$ cat config.mk
export PLATFORM = sky130hd
export DESIGN_NAME = seven_segment_scan_sequencer
export DESIGN_NICKNAME = d
export VERILOG_FILES = /design/src/hdl/sss_pkg.sv /design/src/hdl/sss_fifo.sv /design/src/hdl/sss_front.sv /design/src/hdl/sss_back.sv /design/src/hdl/seven_segment_scan_sequencer.sv
export SDC_FILE = /design/constraint.sdc
export NUM_CORES = 1
export LEC_CHECK = 0
export BUFFER_PORTS_ARGS = -buffer_cell sky130_fd_sc_hd__buf_4
export CAP_MARGIN = 10
export CORE_ASPECT_RATIO = 1.4
export CORE_MARGIN = 10
export CORE_UTILIZATION = 49
export DETAILED_ROUTE_END_ITERATION = 10
export PLACE_DENSITY = 0.71
export SYNTH_ARGS = -nofsm -noshare
export SYNTH_HDL_FRONTEND = slang
export SYNTH_SLANG_ARGS = --single-unit
export TNS_END_PERCENT = 20
$ cat constraint.sdc
create_clock -name i_clk -period 5.7 [get_ports i_clk]
set_input_delay 0.855 -clock i_clk [delete_from_list [all_inputs] [get_ports i_clk]]
set_output_delay 0.855 -clock i_clk [all_outputs]
set_load 0.05 [all_outputs]
$ cat src/hdl/sss_pkg.sv
`default_nettype none

package sss_pkg;

    // saturation limits per display mode
    localparam logic [13:0] INT_MAX_VALUE  = 14'd9999;
    localparam logic [13:0] FRAC_MAX_VALUE = 14'd9;

    // pattern that shows "0." on the tens position
    localparam logic [7:0] POINT_ZERO_PATTERN = 8'h01;

    // digit positions
    localparam logic [1:0] POS_TENS  = 2'd2;
    localparam logic [1:0] POS_UNITS = 2'd3;

    // request modes
    typedef enum logic {
        OP_INTEGER  = 1'b0,
        OP_FRACTION = 1'b1
    } t_op;

    // configuration register indexes
    localparam logic [1:0] CFG_DIGIT_ON_TIME    = 2'd0;
    localparam logic [1:0] CFG_FRAME_GAP        = 2'd1;
    localparam logic [1:0] CFG_TWO_DIGIT_GAP    = 2'd2;
    localparam logic [1:0] CFG_FRACTION_ON_TIME = 2'd3;

    // configuration registers as seen by the strobe sequencer
    typedef struct packed {
        logic [7:0] digit_on_time;
        logic [7:0] frame_gap;
        logic [7:0] two_digit_gap;
        logic [7:0] fraction_on_time;
    } t_cfg;

    // classified request: decimal digits, units first, and top digit index
    typedef struct packed {
        t_op             op;
        logic [3:0][3:0] digits;
        logic [1:0]      top_idx;
    } t_req;

    // one strobe of the display
    typedef struct packed {
        logic [1:0] digit_select;
        logic [7:0] segments;
        logic [8:0] dwell;
        logic       last;
    } t_strobe;

    // segment pattern of one decimal digit
    function automatic logic [7:0] f_seg(input logic [3:0] digit);
        logic [7:0] pattern;
        case (digit)
            4'd0:    pattern = 8'h05;
            4'd1:    pattern = 8'h7d;
            4'd2:    pattern = 8'h46;
            4'd3:    pattern = 8'h54;
            4'd4:    pattern = 8'h3c;
            4'd5:    pattern = 8'h94;
            4'd6:    pattern = 8'h84;
            4'd7:    pattern = 8'h5d;
            4'd8:    pattern = 8'h04;
            4'd9:    pattern = 8'h14;
            default: pattern = 8'h00;
        endcase
        return pattern;
    endfunction

endpackage

`default_nettype wire

$ cat src/hdl/sss_fifo.sv
`default_nettype none

module sss_fifo #(
    parameter int WIDTH = 8,
    parameter int DEPTH = 2
) (
    input  wire logic             i_clk,
    input  wire logic             i_rst_n,
    input  wire logic             i_push,
    input  wire logic [WIDTH-1:0] i_data,
    output logic                  o_full,
    input  wire logic             i_pop,
    output logic [WIDTH-1:0]      o_data,
    output logic                  o_empty
);

    localparam int AW = (DEPTH > 1) ? $clog2(DEPTH) : 1;
    localparam int CW = $clog2(DEPTH + 1);

    logic [WIDTH-1:0] r_mem [DEPTH];
    logic [AW-1:0]    r_wr_ptr;
    logic [AW-1:0]    r_rd_ptr;
    logic [CW-1:0]    r_count;
    logic             do_push;
    logic             do_pop;

    assign o_full  = (r_count == CW'(DEPTH));
    assign o_empty = (r_count == '0);
    assign o_data  = r_mem[r_rd_ptr];
    assign do_push = i_push && !o_full;
    assign do_pop  = i_pop && !o_empty;

    // storage
    always_ff @(posedge i_clk) begin
        if (do_push) begin
            r_mem[r_wr_ptr] <= i_data;
        end
    end

    // pointers and fill count
    always_ff @(posedge i_clk) begin
        if (!i_rst_n) begin
            r_wr_ptr <= '0;
            r_rd_ptr <= '0;
            r_count  <= '0;
        end else begin
            if (do_push) begin
                r_wr_ptr <= (r_wr_ptr == AW'(DEPTH - 1)) ? '0 : r_wr_ptr + 1'b1;
            end
            if (do_pop) begin
                r_rd_ptr <= (r_rd_ptr == AW'(DEPTH - 1)) ? '0 : r_rd_ptr + 1'b1;
            end
            if (do_push && !do_pop) begin
                r_count <= r_count + 1'b1;
            end else if (do_pop && !do_push) begin
                r_count <= r_count - 1'b1;
            end
        end
    end

endmodule

`default_nettype wire

$ cat src/hdl/sss_front.sv
`default_nettype none

module sss_front (
    input  wire logic         i_clk,
    input  wire logic         i_rst_n,
    input  wire logic         i_push,
    output logic              o_full,
    input  wire logic         i_opcode,
    input  wire logic [13:0]  i_value,
    output logic              o_req_valid,
    output sss_pkg::t_req     o_req,
    input  wire logic         i_req_ready
);
    import sss_pkg::*;

    logic        advance;
    logic [13:0] sat_value;

    logic        r_s1_valid;
    t_op         r_s1_op;
    logic [13:0] r_s1_value;

    logic        r_s2_valid;
    t_op         r_s2_op;
    logic [3:0]  r_s2_d0;
    logic [9:0]  r_s2_q1;

    logic        r_s3_valid;
    t_op         r_s3_op;
    logic [3:0]  r_s3_d0;
    logic [3:0]  r_s3_d1;
    logic [6:0]  r_s3_q2;

    logic [29:0] prod1;
    logic [9:0]  q1;
    logic [13:0] q1_x10;
    logic [17:0] prod2;
    logic [6:0]  q2;
    logic [9:0]  q2_x10;
    logic [13:0] prod3;
    logic [3:0]  q3;
    logic [6:0]  q3_x10;
    logic [3:0]  d2;

    // whole pipeline moves together, stalls only when the last stage cannot drain
    assign advance = !r_s3_valid || i_req_ready;
    assign o_full  = !advance;

    // saturate by mode
    always_comb begin
        if (t_op'(i_opcode) == OP_FRACTION) begin
            sat_value = (i_value > FRAC_MAX_VALUE) ? FRAC_MAX_VALUE : i_value;
        end else begin
            sat_value = (i_value > INT_MAX_VALUE) ? INT_MAX_VALUE : i_value;
        end
    end

    // units digit: divide by ten through a reciprocal, exact below 43690
    assign prod1  = 30'(r_s1_value) * 30'd52429;
    assign q1     = prod1[28:19];
    assign q1_x10 = (14'(q1) << 3) + (14'(q1) << 1);

    // tens digit: reciprocal exact below 1029
    assign prod2  = 18'(r_s2_q1) * 18'd205;
    assign q2     = prod2[17:11];
    assign q2_x10 = (10'(q2) << 3) + (10'(q2) << 1);

    // hundreds and thousands digits: reciprocal exact below 179
    assign prod3  = 14'(r_s3_q2) * 14'd103;
    assign q3     = prod3[13:10];
    assign q3_x10 = (7'(q3) << 3) + (7'(q3) << 1);
    assign d2     = 4'(r_s3_q2 - q3_x10);

    // classified request out of the last stage
    always_comb begin
        o_req_valid  = r_s3_valid;
        o_req.op     = r_s3_op;
        o_req.digits = {q3, d2, r_s3_d1, r_s3_d0};
        if (q3 != 4'd0) begin
            o_req.top_idx = 2'd3;
        end else if (d2 != 4'd0) begin
            o_req.top_idx = 2'd2;
        end else if (r_s3_d1 != 4'd0) begin
            o_req.top_idx = 2'd1;
        end else begin
            o_req.top_idx = 2'd0;
        end
    end

    // stage valid bits
    always_ff @(posedge i_clk) begin
        if (!i_rst_n) begin
            r_s1_valid <= 1'b0;
            r_s2_valid <= 1'b0;
            r_s3_valid <= 1'b0;
        end else if (advance) begin
            r_s1_valid <= i_push;
            r_s2_valid <= r_s1_valid;
            r_s3_valid <= r_s2_valid;
        end
    end

    // stage payload
    always_ff @(posedge i_clk) begin
        if (advance) begin
            r_s1_op    <= t_op'(i_opcode);
            r_s1_value <= sat_value;
            r_s2_op    <= r_s1_op;
            r_s2_d0    <= 4'(r_s1_value - q1_x10);
            r_s2_q1    <= q1;
            r_s3_op    <= r_s2_op;
            r_s3_d0    <= r_s2_d0;
            r_s3_d1    <= 4'(r_s2_q1 - q2_x10);
            r_s3_q2    <= q2;
        end
    end

endmodule

`default_nettype wire

$ cat src/hdl/sss_back.sv
`default_nettype none

module sss_back (
    input  wire logic             i_clk,
    input  wire logic             i_rst_n,
    input  wire sss_pkg::t_cfg    i_cfg,
    input  wire logic             i_req_valid,
    input  wire sss_pkg::t_req    i_req,
    output logic                  o_req_pop,
    output logic                  o_stb_valid,
    output sss_pkg::t_strobe      o_stb,
    input  wire logic             i_stb_ready
);
    import sss_pkg::*;

    logic [1:0] r_k;
    logic       single;
    logic [1:0] last_k;
    logic       is_last;
    logic       fire;
    logic [3:0] cur_digit;
    logic [7:0] gap;

    // a single digit and the fraction form both take two strobes
    assign single  = (i_req.op == OP_INTEGER) && (i_req.top_idx == 2'd0);
    assign last_k  = (i_req.op == OP_FRACTION || single) ? 2'd1 : i_req.top_idx;
    assign is_last = (r_k == last_k);
    assign fire    = i_req_valid && i_stb_ready;

    assign o_stb_valid = fire;
    assign o_req_pop   = fire && is_last;

    assign cur_digit = (i_req.op == OP_FRACTION || single) ? i_req.digits[0]
                                                           : i_req.digits[r_k];
    assign gap = (i_req.top_idx == 2'd1) ? i_cfg.two_digit_gap : i_cfg.frame_gap;

    // build the current strobe
    always_comb begin
        o_stb.last     = is_last;
        o_stb.segments = f_seg(cur_digit);
        if (i_req.op == OP_FRACTION) begin
            o_stb.digit_select = (r_k == 2'd0) ? POS_TENS : POS_UNITS;
            o_stb.dwell        = {1'b0, i_cfg.fraction_on_time};
            if (r_k == 2'd0) begin
                o_stb.segments = POINT_ZERO_PATTERN;
            end
        end else if (single) begin
            o_stb.digit_select = POS_UNITS;
            o_stb.dwell = {1'b0, i_cfg.digit_on_time} + {1'b0, i_cfg.frame_gap};
        end else begin
            o_stb.digit_select = POS_UNITS - r_k;
            o_stb.dwell = {1'b0, i_cfg.digit_on_time} + (is_last ? {1'b0, gap} : 9'd0);
        end
    end

    // strobe index within the request
    always_ff @(posedge i_clk) begin
        if (!i_rst_n) begin
            r_k <= 2'd0;
        end else if (fire) begin
            r_k <= is_last ? 2'd0 : r_k + 2'd1;
        end
    end

endmodule

`default_nettype wire

$ cat src/hdl/seven_segment_scan_sequencer.sv
// Four-digit seven-segment scan sequencer.
// Request channel: push/full with i_opcode (0 integer, 1 fraction "0.d") and
// i_value; a request is taken at a clock edge with push high and full low.
// Result channel: a queue of strobes (o_digit_select, o_segments, o_dwell,
// o_last); the oldest strobe is valid while empty is low and is taken at an
// edge with pop high. Each request yields two to four strobes, o_last marks
// its final one.
// Configuration: i_cfg_valid/o_cfg_ready with i_cfg_index and i_cfg_data;
// o_cfg_ready is always high, writes belong to idle periods.
// Path: the first strobe of a request passes three digit-extraction stages,
// the queue of classified requests, the strobe sequencer and the result queue.
// Throughput: the strobe sequencer emits one strobe per cycle while the result
// queue has room, so a request holds it for two to four strobes; a request per
// cycle is taken while the queue between digit pipeline and sequencer has room.
// When the receiver stalls, the result queue fills, the sequencer holds,
// the request queue fills and full rises; nothing is lost.
// Reset clears all queues and pipeline valid bits and loads the timing
// registers with 1, 12, 20 and 5 ms.
`default_nettype none

module seven_segment_scan_sequencer #(
    parameter int MID_DEPTH = 2,
    parameter int OUT_DEPTH = 2
) (
    input  wire logic        i_clk,
    input  wire logic        i_rst_n,
    input  wire logic        push,
    output logic             full,
    input  wire logic        i_opcode,
    input  wire logic [13:0] i_value,
    output logic             empty,
    input  wire logic        pop,
    output logic [1:0]       o_digit_select,
    output logic [7:0]       o_segments,
    output logic [8:0]       o_dwell,
    output logic             o_last,
    input  wire logic        i_cfg_valid,
    output logic             o_cfg_ready,
    input  wire logic [1:0]  i_cfg_index,
    input  wire logic [7:0]  i_cfg_data
);
    import sss_pkg::*;

    t_cfg    r_cfg;
    logic    req_valid;
    t_req    req_front;
    logic    mid_full;
    logic    mid_empty;
    t_req    req_head;
    logic    req_pop;
    logic    stb_valid;
    t_strobe stb_back;
    logic    out_full;
    t_strobe stb_head;

    assign o_cfg_ready = 1'b1;

    // timing registers
    always_ff @(posedge i_clk) begin
        if (!i_rst_n) begin
            r_cfg.digit_on_time    <= 8'd1;
            r_cfg.frame_gap        <= 8'd12;
            r_cfg.two_digit_gap    <= 8'd20;
            r_cfg.fraction_on_time <= 8'd5;
        end else if (i_cfg_valid && o_cfg_ready) begin
            case (i_cfg_index)
                CFG_DIGIT_ON_TIME:    r_cfg.digit_on_time    <= i_cfg_data;
                CFG_FRAME_GAP:        r_cfg.frame_gap        <= i_cfg_data;
                CFG_TWO_DIGIT_GAP:    r_cfg.two_digit_gap    <= i_cfg_data;
                CFG_FRACTION_ON_TIME: r_cfg.fraction_on_time <= i_cfg_data;
                default: ;
            endcase
        end
    end

    // digit extraction and classification
    sss_front u_front (
        .i_clk       (i_clk),
        .i_rst_n     (i_rst_n),
        .i_push      (push),
        .o_full      (full),
        .i_opcode    (i_opcode),
        .i_value     (i_value),
        .o_req_valid (req_valid),
        .o_req       (req_front),
        .i_req_ready (!mid_full)
    );

    // queue of classified requests
    sss_fifo #(
        .WIDTH ($bits(t_req)),
        .DEPTH (MID_DEPTH)
    ) u_mid_fifo (
        .i_clk   (i_clk),
        .i_rst_n (i_rst_n),
        .i_push  (req_valid),
        .i_data  (req_front),
        .o_full  (mid_full),
        .i_pop   (req_pop),
        .o_data  (req_head),
        .o_empty (mid_empty)
    );

    // strobe sequencer
    sss_back u_back (
        .i_clk       (i_clk),
        .i_rst_n     (i_rst_n),
        .i_cfg       (r_cfg),
        .i_req_valid (!mid_empty),
        .i_req       (req_head),
        .o_req_pop   (req_pop),
        .o_stb_valid (stb_valid),
        .o_stb       (stb_back),
        .i_stb_ready (!out_full)
    );

    // result queue
    sss_fifo #(
        .WIDTH ($bits(t_strobe)),
        .DEPTH (OUT_DEPTH)
    ) u_out_fifo (
        .i_clk   (i_clk),
        .i_rst_n (i_rst_n),
        .i_push  (stb_valid),
        .i_data  (stb_back),
        .o_full  (out_full),
        .i_pop   (pop),
        .o_data  (stb_head),
        .o_empty (empty)
    );

    assign o_digit_select = stb_head.digit_select;
    assign o_segments     = stb_head.segments;
    assign o_dwell        = stb_head.dwell;
    assign o_last         = stb_head.last;

endmodule

`default_nettype wire

==> results.yml <==
detailed_routing:
  routed_wl_mm: 23.1
  antenna_left: 0
  drt_iter0_drc: 250
  first_pass_iters: 4
  vias: 8012
  via_per_inst: 5.17
  drc: 0
  wire_per_inst_um: 14.9
clock_network:
  cts_root_buf: "clkbuf_16"
  clock_sinks: 171
  cts_tree: "yes"
  htreeDepth: 4
  clk_pin_slew_ns: 0.07
  cts_buffer_depth: 2
  cts_buffers: 17
  clk-insertion-delay-late_ns: 0.43
  cts_hold_buf: 0
timing:
  timing.fmax_mhz: 180
  tightest_slew_ns: 0.977
  timing.final.ws_setup_ns: 0.159
  post-route-period-util_pct: 97.2
  setup_viol_count_final: 0
  fin_crit_ns: 5.54
  slew_headroom_pct: 34.7
  finalHoldViolations: 0
  skew_ns: 0.0110
  rsz0062_at_grt: "yes"
  drv_slew: 0
worst_setup_path:
  worst_setup_path_start_kind: "register"
  critPathKind: "reg -> reg"
  crit_arrival_ns: 5.72
  critPathBufInv: 3
  path_depth: 21
  path_common_cell: "fa_1"
  crit_path_end_kind: "register"
  reg2reg_depth: 21
  r2r-end: "u_front.r_s2_d0[3]"
  path_cells: "buf_4 -> ha_1 -> inv_1 -> fa_1 -> fa_1 -> fa_1 -> inv_1 -> fa_1 -> fa_1 -> ha_1 -> o21ai_1 -> o21ai_2 -> nor2_2 -> a21oi_2 -> nor2_2 -> xnor2_2 -> ha_1 -> nand2_1 -> o311ai_2 -> xnor2_1 -> xnor2_1"
  cp_max_fo: 3
  crit_path_max_incr_delay_ns: 0.54
  critical_path.top_delay_family: "adder cells"
  cpMaxStageDelayCell: "fa_1"
  regToRegSetupSlack_ns: 0.16
  cp.required_ns: 5.88
  r2r_start: "u_front.r_s1_value[11]"
yosys:
  dominantRegCellSynth: "edfxtp_1"
  avgSynthCellArea_um2: 11.3
  synth_nets: 1459
  synth_cell_type_count: 71
  synth.top_cell.area_share_pct: 28.9
  yosysWarnings: 0
  synth_seq_cells: 171
  synthArstFlopShare_pct: 0
  synth_cells: 1139
  yosysMostFrequentCell: "ha_1"
  synth_seq_area_share_pct: 36.2
  yosys-top-cells-count: "ha_1, inv_1, edfxtp_1"
  synth_area_leaders: "edfxtp_1, ha_1, fa_1"
  synth.largest_area_cell: "edfxtp_1"
  syn_area_um2: 12900
  synth-edff-count: 124
global_routing:
  grt_pass1_vias: 8385
  antenna_found_initial: 0
  grtUsageTotal_pct: 14.5
  grt_max_degree: 50
  grt_overflow: 0
  grt_pass1_wl_mm: 38.8
run:
  cap_violations: 0
placement:
  numPortBuffers: 51
  gp_congestion: 0.849
  place_ws_ns: 0.0209
  dpl.hpwl_mm: 18.7
hold_path:
  hold_path_class: "reg -> reg"
  whs_endpoint: "u_front.r_s3_d0[0]"
  hold_start: "u_front.r_s2_d0[0]"
  hold_path_depth: 0
floorplan:
  core_um2: 26000
  start_util_pct: 49.5
  die_h_um: 212
  rows: 70
  pin_count: 53
  die_w_um: 157
  dieArea_um2: 33300
finish:
  fin_nets: 1533
  post_route_cells_drive_above_1_share_pct: 14.5
  area_growth_pct: 12.4
  insertedDiodeCount: 0
status:
  outcome: "complete, no violations"
## placed cells by master, fill, tap and decap left out, types with 4 or more instances in the layout
master,Yosys,layout
o21bai_1,4,4
o21ai_0,17,16
or2_1,4,4
inv_1,191,188
ha_2,0,4
buf_4,2,76
clkbuf_16,0,17
o22ai_1,5,5
a21oi_1,29,27
mux4_2,4,4
a211oi_1,5,4
dfxtp_1,47,47
mux2_2,25,25
nor3_1,12,9
fa_1,78,77
or3_1,4,4
nand3_1,11,11
and3_1,6,6
edfxtp_1,124,124
and2_1,12,12
ha_1,212,203
or2_2,5,5
nand3b_1,4,4
nor2b_1,22,22
mux2i_1,32,32
o21a_1,12,12
xnor2_1,37,36
ha_4,0,5
xor2_1,15,14
nand2_1,67,67
nor2_1,44,42
o21ai_1,10,7
inv_2,1,4
nor3b_1,4,4
a21boi_0,16,16
a21o_1,13,13
o21ai_2,0,4
## worst max path at each step
stage / endpoint / from
2_1_floorplan: u_front.r_s2_d0[3] / u_front.r_s1_value[12]
3_3_place_gp: u_front.r_s2_d0[3] / u_front.r_s1_value[13]
3_5_place_dp: u_front.r_s2_d0[3] / u_front.r_s1_value[13]
4_1_cts: u_front.r_s2_d0[3] / u_front.r_s1_value[9]
5_1_grt: u_front.r_s2_d0[3] / u_front.r_s1_value[9]
6_report: u_front.r_s2_d0[3] / u_front.r_s1_value[11]
## layer usage
metal  track usage (%)  part of all wire, %
met4              5.11                  2.5
met5                 0                    0
met2              27.0                   55
met3              2.52                  1.9
met1              15.9                   41
## flip-flops by register name (all words and copies together), names as in the netlist, 2 cells and up, named ones only
signal              cells
u_front.r_s3_q2         7
u_out_fifo.r_count      2
u_front.r_s3_d0         4
u_out_fifo.r_mem       40
u_front.r_s1_value     14
u_mid_fifo.r_mem       38
u_front.r_s2_q1        10
u_front.r_s3_d1         4
u_back.r_k              2
u_front.r_s2_d0         4
r_cfg                  32
u_mid_fifo.r_count      2
## through the flow
step | TNS, ns | cells | utilization [%] | hold slack, ns | cell area, µm²
after floorplan | 0 | 1139 | - | 0.400 | 12900
after global placement | 0 | 1511 | 52.7 | 0.404 | 13700
after detailed placement | 0 | 1511 | 52.7 | 0.409 | 13700
after CTS | 0 | 1544 | 54.9 | 0.426 | 14300
after global routing | -0.0477 | 1550 | 55.7 | 0.435 | 14500
final | 0 | 1550 | 55.7 | 0.425 | 14500
## cells by family after synthesis
logic type               share of synthesized area [%]
AO/OA/AOI/OAI                                     7.37
XOR/XNOR                                          3.71
adder cells (fa/ha/maj)                           32.7
buffers and inverters                             6.35
flip-flops                                        36.2
multiplexers                                      5.46
other                                           0.0291
AND/OR/NAND/NOR                                   8.14
## final cells by class
class                   count  area (µm²)
multi-input cells         755        7550
fillers                  2203       11500
flip-flops and latches    171        4660
well taps                 324         405
inverters                 192         721
clock inverters            14         135
repair buffers             76         571
clock buffers              18         429
## what timing repair did
action	CTS	global route
setup endpoints to repair	1	5
setup buffers	1	6
gates resized for setup	2	28
pin swaps	4	19
Power is left out: the tool's default activity adds up to more than one toggle a clock period on the data nets, which glitch-free logic cannot reach.
